$ cat src/hw/rtl/uhe_pkg.sv
// Shared types and constants for the UDP header extractor.
package uhe_pkg;

	localparam int unsigned MaxFrameBytes = 65535;
	localparam int unsigned PosW = 16;

	typedef enum logic [2:0] {
		PH_LINK = 3'd0,
		PH_VLAN = 3'd1,
		PH_MPLS = 3'd2,
		PH_IP   = 3'd3,
		PH_IP4  = 3'd4,
		PH_IP6  = 3'd5,
		PH_UDP  = 3'd6,
		PH_DONE = 3'd7
	} phase_t;

	typedef enum logic [1:0] {
		LINK_ETH  = 2'd0,
		LINK_RAW  = 2'd1,
		LINK_SLL  = 2'd2,
		LINK_LOOP = 2'd3
	} link_t;

	typedef enum logic [1:0] {
		ST_OK      = 2'd0,
		ST_UNSUPP  = 2'd1,
		ST_NOT_UDP = 2'd2,
		ST_SHORT   = 2'd3
	} status_t;

	localparam logic [0:0] CFG_LINK_TYPE = 1'b0;
	localparam logic [0:0] CFG_LOOP_CODE = 1'b1;

	localparam logic [15:0] ETH_VLAN  = 16'h8100;
	localparam logic [15:0] ETH_MPLS  = 16'h8847;
	localparam logic [15:0] ETH_MPLSM = 16'h8848;
	localparam logic [15:0] ETH_IPV6  = 16'h86dd;
	localparam logic [15:0] ETH_IPV4  = 16'h0800;
	localparam logic [31:0] LOOP_IPV4 = 32'h0000_0002;
	localparam logic [7:0]  PROTO_UDP = 8'd17;

	typedef struct packed {
		logic [7:0] frame_byte;
		logic       frame_last;
	} in_word_t;

	typedef struct packed {
		logic [1:0]  parse_status;
		logic        ip_version;
		logic [63:0] source_addr_hi;
		logic [63:0] source_addr_lo;
		logic [63:0] dest_addr_hi;
		logic [63:0] dest_addr_lo;
		logic [15:0] source_port;
		logic [15:0] dest_port;
		logic [15:0] payload_offset;
		logic [15:0] payload_length;
	} out_word_t;

endpackage

$ cat src/hw/rtl/uhe_if.sv
// Valid/ready stream interfaces for input bytes and parse results.
interface uhe_in_if;
	logic                 valid;
	logic                 ready;
	uhe_pkg::in_word_t    data;
	modport source (output valid, output data, input ready);
	modport sink   (input valid, input data, output ready);
endinterface

interface uhe_out_if;
	logic                 valid;
	logic                 ready;
	uhe_pkg::out_word_t   data;
	modport source (output valid, output data, input ready);
	modport sink   (input valid, input data, output ready);
endinterface

$ cat src/hw/rtl/udp_header_extractor.sv
// Top level of the UDP header extractor: byte parser and result register.
//
// Usage: frame bytes enter on in_ch (frame_byte, frame_last), one word per
// accepted handshake. Each byte advances the header parser in the cycle it is
// accepted; at the word carrying frame_last the result is loaded into the
// output register and shown on out_ch the next cycle.
// Throughput is one byte per cycle while in_ch.ready is high.
// in_ch.ready stays high while the output register is empty or being drained
// this cycle; a stalled receiver holds back every input byte, not only a
// final one, for as long as a result is waiting, so ready drops exactly
// while out_ch.valid is high and out_ch.ready is low.
// Configuration writes (cfg_we, cfg_index, cfg_data) are registered:
// index 0 link type, index 1 loopback IPv6 family word.
// Reset (arst_n low) restores link type Ethernet, family word 10, and clears
// the frame state and the output valid flag.
module udp_header_extractor (
	input  logic        clk,
	input  logic        arst_n,
	input  logic        cfg_we,
	input  logic [0:0]  cfg_index,
	input  logic [31:0] cfg_data,
	uhe_in_if.sink      in_ch,
	uhe_out_if.source   out_ch
);

	logic [1:0]  link_q;
	logic [31:0] loop_code_q;

	uhe_pkg::phase_t ph_q, ph_d;
	logic [15:0] pos_q, hs_q, ts_q, udp_len_q;
	logic [15:0] hs_d, ts_d, udp_len_d;
	logic [7:0]  ihl_q, ihl_d;
	logic [63:0] sa0_q, sa1_q, da0_q, da1_q, sa0_d, sa1_d, da0_d, da1_d;
	logic [31:0] pp_q, pp_d;
	logic [1:0]  st_q, st_d;

	logic        take, out_v_q;
	uhe_pkg::out_word_t res_d, res_q;
	logic [7:0]  b;
	logic [15:0] rel, len, plen, ulm8;

	// hold configuration registers
	always_ff @(posedge clk or negedge arst_n) begin
		if (!arst_n) begin
			link_q      <= uhe_pkg::LINK_ETH;
			loop_code_q <= 32'd10;
		end else if (cfg_we) begin
			if (cfg_index == uhe_pkg::CFG_LINK_TYPE) link_q <= cfg_data[1:0];
			else loop_code_q <= cfg_data;
		end
	end

	assign in_ch.ready = !out_v_q || out_ch.ready;
	assign take = in_ch.valid && in_ch.ready;
	assign b = in_ch.data.frame_byte;

	// parse one byte
	always_comb begin
		uhe_pkg::phase_t ph;
		logic [15:0] hs;
		ph = ph_q; hs = hs_q; ts_d = ts_q; ihl_d = ihl_q;
		sa0_d = sa0_q; sa1_d = sa1_q; da0_d = da0_q; da1_d = da1_q;
		pp_d = pp_q; udp_len_d = udp_len_q; st_d = st_q;
		rel = '0;
		if (pos_q != 16'(uhe_pkg::MaxFrameBytes)) begin
			if (ph == uhe_pkg::PH_LINK && link_q == uhe_pkg::LINK_RAW) begin
				ph = uhe_pkg::PH_IP;
				hs = pos_q;
			end
			if (ph == uhe_pkg::PH_IP) begin
				if (b[7:4] == 4'd4 || b[7:4] == 4'd6) begin
					ts_d = {12'd0, b[7:4]};
					ph = (b[7:4] == 4'd4) ? uhe_pkg::PH_IP4 : uhe_pkg::PH_IP6;
				end else begin
					st_d = uhe_pkg::ST_UNSUPP;
					ph = uhe_pkg::PH_DONE;
				end
			end
			rel = pos_q - hs;
			case (ph)
				uhe_pkg::PH_LINK: begin
					if (link_q == uhe_pkg::LINK_ETH) begin
						if (pos_q == 16'd12 || pos_q == 16'd13) ts_d = {ts_q[7:0], b};
						if (pos_q == 16'd13) begin
							hs = pos_q + 16'd1;
							if (ts_d == uhe_pkg::ETH_VLAN) ph = uhe_pkg::PH_VLAN;
							else if (ts_d == uhe_pkg::ETH_MPLS || ts_d == uhe_pkg::ETH_MPLSM)
								ph = uhe_pkg::PH_MPLS;
							else ph = uhe_pkg::PH_IP;
						end
					end else if (link_q == uhe_pkg::LINK_SLL) begin
						if (pos_q == 16'd14 || pos_q == 16'd15) ts_d = {ts_q[7:0], b};
						if (pos_q == 16'd15) begin
							hs = pos_q + 16'd1;
							if (ts_d == uhe_pkg::ETH_IPV4) begin
								ts_d = 16'd4; ph = uhe_pkg::PH_IP4;
							end else if (ts_d == uhe_pkg::ETH_IPV6) begin
								ts_d = 16'd6; ph = uhe_pkg::PH_IP6;
							end else begin
								hs = hs_q;
								st_d = uhe_pkg::ST_UNSUPP; ph = uhe_pkg::PH_DONE;
							end
						end
					end else begin
						if (pos_q < 16'd4) pp_d = {b, pp_q[31:8]};
						if (pos_q == 16'd3) begin
							hs = pos_q + 16'd1;
							if (pp_d == uhe_pkg::LOOP_IPV4) begin
								ts_d = 16'd4; ph = uhe_pkg::PH_IP4;
							end else if (pp_d == loop_code_q) begin
								ts_d = 16'd6; ph = uhe_pkg::PH_IP6;
							end else begin
								hs = hs_q;
								st_d = uhe_pkg::ST_UNSUPP; ph = uhe_pkg::PH_DONE;
							end
						end
					end
				end
				uhe_pkg::PH_VLAN: begin
					if (rel == 16'd2 || rel == 16'd3) ts_d = {ts_q[7:0], b};
					if (rel == 16'd3) begin
						hs = pos_q + 16'd1;
						if (ts_d == uhe_pkg::ETH_VLAN) ph = uhe_pkg::PH_VLAN;
						else if (ts_d == uhe_pkg::ETH_MPLS || ts_d == uhe_pkg::ETH_MPLSM)
							ph = uhe_pkg::PH_MPLS;
						else ph = uhe_pkg::PH_IP;
					end
				end
				uhe_pkg::PH_MPLS: begin
					if (rel == 16'd2) ts_d = {15'd0, b[0]};
					if (rel == 16'd3) begin
						hs = pos_q + 16'd1;
						if (ts_q != 16'd0) ph = uhe_pkg::PH_IP;
					end
				end
				uhe_pkg::PH_IP4: begin
					if (rel == 16'd0) begin
						ihl_d = (b[3:0] < 4'd5) ? 8'd20 : {2'd0, b[3:0], 2'd0};
					end else if (rel == 16'd9) begin
						if (b != uhe_pkg::PROTO_UDP && b != 8'd0) begin
							st_d = uhe_pkg::ST_NOT_UDP; ph = uhe_pkg::PH_DONE;
						end
					end else if (rel >= 16'd12 && rel < 16'd16) begin
						sa1_d = {sa1_q[55:0], b};
					end else if (rel >= 16'd16 && rel < 16'd20) begin
						da1_d = {da1_q[55:0], b};
					end
					if (ph == uhe_pkg::PH_IP4 && rel + 16'd1 == {8'd0, ihl_d}) begin
						ph = uhe_pkg::PH_UDP; hs = pos_q + 16'd1;
					end
				end
				uhe_pkg::PH_IP6: begin
					if (rel == 16'd0) ihl_d = 8'd40;
					else if (rel >= 16'd8 && rel < 16'd16) sa0_d = {sa0_q[55:0], b};
					else if (rel >= 16'd16 && rel < 16'd24) sa1_d = {sa1_q[55:0], b};
					else if (rel >= 16'd24 && rel < 16'd32) da0_d = {da0_q[55:0], b};
					else if (rel >= 16'd32 && rel < 16'd40) da1_d = {da1_q[55:0], b};
					if (rel == 16'd39) begin
						ph = uhe_pkg::PH_UDP; hs = pos_q + 16'd1;
					end
				end
				uhe_pkg::PH_UDP: begin
					if (rel < 16'd4) pp_d = {pp_q[23:0], b};
					else if (rel == 16'd4 || rel == 16'd5) udp_len_d = {udp_len_q[7:0], b};
					if (rel == 16'd7) begin
						hs = pos_q + 16'd1;
						st_d = uhe_pkg::ST_OK; ph = uhe_pkg::PH_DONE;
					end
				end
				default: ;
			endcase
		end
		ph_d = ph;
		hs_d = hs;
	end

	// build the result for a final byte
	always_comb begin
		len  = (pos_q != 16'(uhe_pkg::MaxFrameBytes)) ? pos_q + 16'd1 : pos_q;
		plen = len - hs_d;
		ulm8 = udp_len_d - 16'd8;
		if (ts_d == 16'd4 && udp_len_d >= 16'd8 && ulm8 < plen) plen = ulm8;
		res_d = '0;
		if (ph_d != uhe_pkg::PH_DONE) begin
			res_d.parse_status = uhe_pkg::ST_SHORT;
		end else if (st_d != uhe_pkg::ST_OK) begin
			res_d.parse_status = st_d;
		end else begin
			res_d.ip_version     = (ts_d == 16'd6);
			res_d.source_addr_hi = sa0_d;
			res_d.source_addr_lo = sa1_d;
			res_d.dest_addr_hi   = da0_d;
			res_d.dest_addr_lo   = da1_d;
			res_d.source_port    = pp_d[31:16];
			res_d.dest_port      = pp_d[15:0];
			res_d.payload_offset = hs_d;
			res_d.payload_length = plen;
		end
	end

	// advance frame state; clear at the final byte
	always_ff @(posedge clk or negedge arst_n) begin
		if (!arst_n) begin
			ph_q <= uhe_pkg::PH_LINK; pos_q <= '0; hs_q <= '0; ts_q <= '0;
			ihl_q <= '0; sa0_q <= '0; sa1_q <= '0; da0_q <= '0; da1_q <= '0;
			pp_q <= '0; udp_len_q <= '0; st_q <= '0;
		end else if (take) begin
			if (in_ch.data.frame_last) begin
				ph_q <= uhe_pkg::PH_LINK; pos_q <= '0; hs_q <= '0; ts_q <= '0;
				ihl_q <= '0; sa0_q <= '0; sa1_q <= '0; da0_q <= '0; da1_q <= '0;
				pp_q <= '0; udp_len_q <= '0; st_q <= '0;
			end else begin
				ph_q <= ph_d; hs_q <= hs_d; ts_q <= ts_d; ihl_q <= ihl_d;
				sa0_q <= sa0_d; sa1_q <= sa1_d; da0_q <= da0_d; da1_q <= da1_d;
				pp_q <= pp_d; udp_len_q <= udp_len_d; st_q <= st_d;
				if (pos_q != 16'(uhe_pkg::MaxFrameBytes)) pos_q <= pos_q + 16'd1;
			end
		end
	end

	// hold the result word until taken
	always_ff @(posedge clk or negedge arst_n) begin
		if (!arst_n) begin
			out_v_q <= 1'b0;
		end else if (take && in_ch.data.frame_last) begin
			out_v_q <= 1'b1;
		end else if (out_ch.ready) begin
			out_v_q <= 1'b0;
		end
	end

	always_ff @(posedge clk) begin
		if (take && in_ch.data.frame_last) res_q <= res_d;
	end

	assign out_ch.valid = out_v_q;
	assign out_ch.data  = res_q;

	a_stall_blocks: assert property (@(posedge clk) disable iff (!arst_n)
		(out_v_q && !out_ch.ready) |-> !in_ch.ready)
		else $error("input accepted while result stalled");
	a_res_load: assert property (@(posedge clk) disable iff (!arst_n)
		(take && in_ch.data.frame_last) |=> out_v_q)
		else $error("final byte did not raise result valid");
	a_frame_clear: assert property (@(posedge clk) disable iff (!arst_n)
		(take && in_ch.data.frame_last) |=> (pos_q == 16'd0 && ph_q == uhe_pkg::PH_LINK))
		else $error("frame state not cleared after final byte");
	a_fail_zero: assert property (@(posedge clk) disable iff (!arst_n)
		(out_v_q && res_q.parse_status != uhe_pkg::ST_OK) |-> (res_q.payload_offset == 16'd0))
		else $error("failed result carries fields");

endmodule
$ cat src/flat_wrapper.sv
// flat-port wrapper written by rule: the top's interface ports become plain ports
module udp_header_extractor_flat 
  (clk, arst_n, cfg_we, cfg_index, cfg_data, in_ch_valid, in_ch_data, in_ch_ready, out_ch_valid, out_ch_data, out_ch_ready);
  uhe_in_if in_ch_i ();
  uhe_out_if out_ch_i ();
  input  logic clk;
  input  logic arst_n;
  input  logic cfg_we;
  input  logic [0:0] cfg_index;
  input  logic [31:0] cfg_data;
  input wire logic [$bits(in_ch_i.valid)-1:0] in_ch_valid;
  input wire logic [$bits(in_ch_i.data)-1:0] in_ch_data;
  output wire logic [$bits(in_ch_i.ready)-1:0] in_ch_ready;
  output wire logic [$bits(out_ch_i.valid)-1:0] out_ch_valid;
  output wire logic [$bits(out_ch_i.data)-1:0] out_ch_data;
  input wire logic [$bits(out_ch_i.ready)-1:0] out_ch_ready;
  assign in_ch_i.valid = in_ch_valid;
  assign in_ch_i.data = in_ch_data;
  assign in_ch_ready = in_ch_i.ready;
  assign out_ch_valid = out_ch_i.valid;
  assign out_ch_data = out_ch_i.data;
  assign out_ch_i.ready = out_ch_ready;
  udp_header_extractor u_core (.clk(clk), .arst_n(arst_n), .cfg_we(cfg_we), .cfg_index(cfg_index), .cfg_data(cfg_data), .in_ch(in_ch_i), .out_ch(out_ch_i));
endmodule
$ cat config.mk
export PLATFORM = sky130hd
export DESIGN_NAME = udp_header_extractor_flat
export DESIGN_NICKNAME = d
export VERILOG_FILES = /design/src/hw/rtl/uhe_pkg.sv /design/src/hw/rtl/uhe_if.sv /design/src/hw/rtl/udp_header_extractor.sv /design/src/flat_wrapper.sv
export SDC_FILE = /design/constraint.sdc
export NUM_CORES = 2
export LEC_CHECK = 0
export BUFFER_PORTS_ARGS = -buffer_cell sky130_fd_sc_hd__buf_2
export CAP_MARGIN = 20
export CELL_PAD_IN_SITES_DETAIL_PLACEMENT = 0
export CELL_PAD_IN_SITES_GLOBAL_PLACEMENT = 1
export CORE_UTILIZATION = 47
export DETAILED_ROUTE_END_ITERATION = 6
export GPL_TIMING_DRIVEN = 0
export PLACE_DENSITY_LB_ADDON = 0.1
export REMOVE_ABC_BUFFERS = 1
export SLEW_MARGIN = 5
export SYNTH_ARGS = -nofsm -noshare
export SYNTH_HDL_FRONTEND = slang
export SYNTH_SLANG_ARGS = --single-unit
$ cat constraint.sdc
create_clock -name clk -period 14.9 [get_ports clk]
set_clock_uncertainty 0.2 [all_clocks]
set_input_delay 0.745 -clock clk [delete_from_list [all_inputs] [get_ports clk]]
set_output_delay 0.745 -clock clk [all_outputs]
set_load 0.005 [all_outputs]
==> metrics <==
simple-gate share of the synthesized area=0.163; Filler Cells Inserted=7,799; area of the mapped netlist=40,500 um^2; Tightest Pin Transition=1.17 ns; CTS max path bufs=3; router iterations before antenna repair=7; Die Wd=295 um; worst r2r path cells=39; I/O pin count=372; Initial Util=0.475; Synth Area in Compound Gates=0.246; Clk pin slew, worst setup/hold paths=0.06 ns; Die ar.=87,300 um^2; most frequent cells in the layout=928 x nand2_1, 398 x dfrtp_1, 369 x buf_2; Setup Crit Path Kind=flip-flop to flip-flop; flop and latch count out of synthesis=723; largest net degree at the start of global routing=118; CP arrival=14.39 ns; crit end category=flip-flop; largest family of logic cells by synthesized area=compound AO/OA/AOI/OAI gates; GPL Wtd Cong=0.926; # diodes=0; Detailed Route WL=128,000 um; Final #Nets=4,576; Seq. cell area=19,700 um^2; hold path depth=2; final hold viol count=0; die height=295 um; post-DP HPWL=83,500 um; Max Cap Viol=0; Crit-path slowest cell=o31ai_1; Multi-input gate area=19,100 um^2; Largest delay share family, worst path=compound AO/OA/AOI/OAI gates; Hold Path End=u_core.loop_code_q[20]; slowest stage delay, CP=0.84 ns; power per cell area=135 nW/um^2; Clock Root Buffer=clkbuf_16; Worst path most repeated cell=a21oi_1; vias in the first global route=31,800; Wirelength per Cell=22.5 um; commonest non-fill, non-tap cell in the layout=nand2_1; worst rel slew slack=0.220; adder-cell area share of the yosys netlist=0.0157; setup_tns=0 ns; Avg Inst Size Synth=9.38 um^2; Final Instance Count excl. Fillers=5,693; Area Overhead vs Synth=14.3%; XOR/XNOR share of the synthesized area=0.0206; CORE AREA=85,100 um^2; drt first-iter violations=3,202; Crit path required time=15.21 ns; post-route DRC violation count=0; Slew Viols, Final=0; Leakage=17.7 nW; Post-synth EDFFs=323; Hold Crit Start=cfg_data[20]; end of the worst register-to-register path=u_core.out_ch.data[4]; clk_lat worst skew=0.66 ns; asr flop ratio synth=0.553; multiplexer share of the synthesized area=0.0228; PortBufs=371; worst hold path type=input pin to flip-flop; Seq/Total Area, Yosys=0.487; share of cells above drive strength 1=0.194; CP Launch Type=flip-flop; Clock Sinks=723; reg2reg start=u_core.link_q[1]; number of cells on the critical path=39; Max VDD drop=0.0000959 V; gr ovfl total=0; Gate Count Post-Synth=4,312; period utilisation layout=0.945; Distinct cells, synth=104; ANT nets after route=0; yosys warns=0; Top FF cell, synth=dfrtp_1; WP buf/inv=1; Setup Fix Bufs, Post-CTS=0; first-pass GRT wire length=196,000 um; final setup fails=0; CTS buffer count=81; Fmax=71.0 MHz; detailed-route via count=33,900; CTS tree=built; status=finished, final reports clean; Vias/cell=5.96; unrepaired setup endpoints after global routing=no; H-tree depth=3; Placed Cells=5,539; peak fanout along the critical path=30; post-layout min period=14.08 ns; Tot GR Track Use=0.289; antenna violations before repair=0; Cell Rows=107; r2r setup slk=0.82 ns
layer usage:
| metal | part of all wire | vias up | GRT usage |
|---|---|---|---|
| li1 | - | 15800 | - |
| met1 | 0.45 | 16600 | 0.414 |
| met2 | 0.45 | 1264 | 0.444 |
| met3 | 0.061 | 253 | 0.0399 |
| met4 | 0.038 | 0 | 0.109 |
| met5 | 0 | - | 0 |
cells in the mapped netlist (41+ instances only):
master | instances | share of area
nand2_1 | 931 | 0.086
nor3_1 | 44 | 0.0054
o21ai_0 | 351 | 0.043
nor2_1 | 223 | 0.021
ha_1 | 46 | 0.014
xnor2_1 | 61 | 0.013
mux2_2 | 42 | 0.012
a21boi_0 | 197 | 0.037
mux2i_1 | 45 | 0.011
inv_1 | 76 | 0.0071
nand3_1 | 41 | 0.0051
clkbuf_1 | 267 | 0.025
dfrtp_1 | 398 | 0.25
o22ai_1 | 59 | 0.0091
a21oi_1 | 197 | 0.024
a21oi_2 | 221 | 0.048
edfxtp_1 | 323 | 0.24
a22o_1 | 120 | 0.026
flip-flops by register name, summed over array words and instances (netlist names):
register             flops
u_core.sa0_q            64
u_core.loop_code_q      32
u_core.hs_q             16
u_core.out_ch.valid      1
u_core.link_q            2
u_core.out_ch.data     323
u_core.udp_len_q        16
u_core.da0_q            64
u_core.ts_q             16
u_core.sa1_q            64
u_core.pp_q             32
u_core.pos_q            16
u_core.st_q              2
u_core.ihl_q             8
u_core.ph_q              3
u_core.da1_q            64
report_power, final:
part           switching, mW  internal, mW
clock                  0.856          1.16
combinational           1.17         0.624
sequential             0.175          2.24
worst max path at each step:
stage	startpoint	to	slack, ns
final	u_core.link_q[1]	u_core.out_ch.data[4]	0.82
after global routing	u_core.link_q[1]	u_core.out_ch.data[4]	0.12
after CTS	u_core.link_q[1]	u_core.out_ch.data[4]	0.72
after detailed placement	u_core.link_q[1]	u_core.out_ch.data[4]	0.71
after global placement	out_ch_ready	u_core.ihl_q[4]	-4.60
after floorplan	u_core.link_q[0]	u_core.out_ch.data[4]	3.77
logic make-up after synthesis:
kind of cell	after synthesis
AND/OR/NAND/NOR	1504
flip-flops	723
AO/OA/AOI/OAI	1436
multiplexers	87
XOR/XNOR	95
buffers and inverters	417
adder cells (fa/ha/maj)	50
worst reg2reg max path: cells and delay by family (launching register included):
family | cells | cell delay (ns)
flops | 1 | 0.81
compound gates | 20 | 5.36
simple gates | 12 | 5.04
buf+inv | 1 | 0.28
mux | 2 | 0.90
xor+xnor | 1 | 0.26
fa+ha+maj | 3 | 1.12
through the flow:
step | setup slack, ns | util | hold WS (ns) | total power [mW] | cell area (um^2)
after floorplan | 3.77 | - | 0.249 | 3.57 | 38900
after global placement | -4.60 | 0.496 | 0.262 | 4.15 | 42200
after detailed placement | 0.712 | 0.511 | 0.271 | 4.22 | 43500
after CTS | 0.719 | 0.543 | 0.0950 | 6.25 | 46200
after global routing | 0.121 | 0.543 | 0.107 | 6.53 | 46300
final | 0.816 | 0.543 | 0.121 | 6.22 | 46300
cell type report:
cell class | instances | area share
well taps | 1144 | 0.0309
flip-flops and latches | 723 | 0.426
clock buffers | 117 | 0.0509
multi-input cells | 3172 | 0.413
clock inverters | 34 | 0.00722
repair buffers | 427 | 0.0651
inverters | 76 | 0.00633
repair_timing:
item / 4_1_cts / 5_1_grt
endpoints found under the hold margin: 56 / 0
resized for setup: 0 / 1
hold buffers: 1 / 0
endpoints found under the setup margin: 0 / 12
Note: power is estimated with default switching activity, not from simulation.
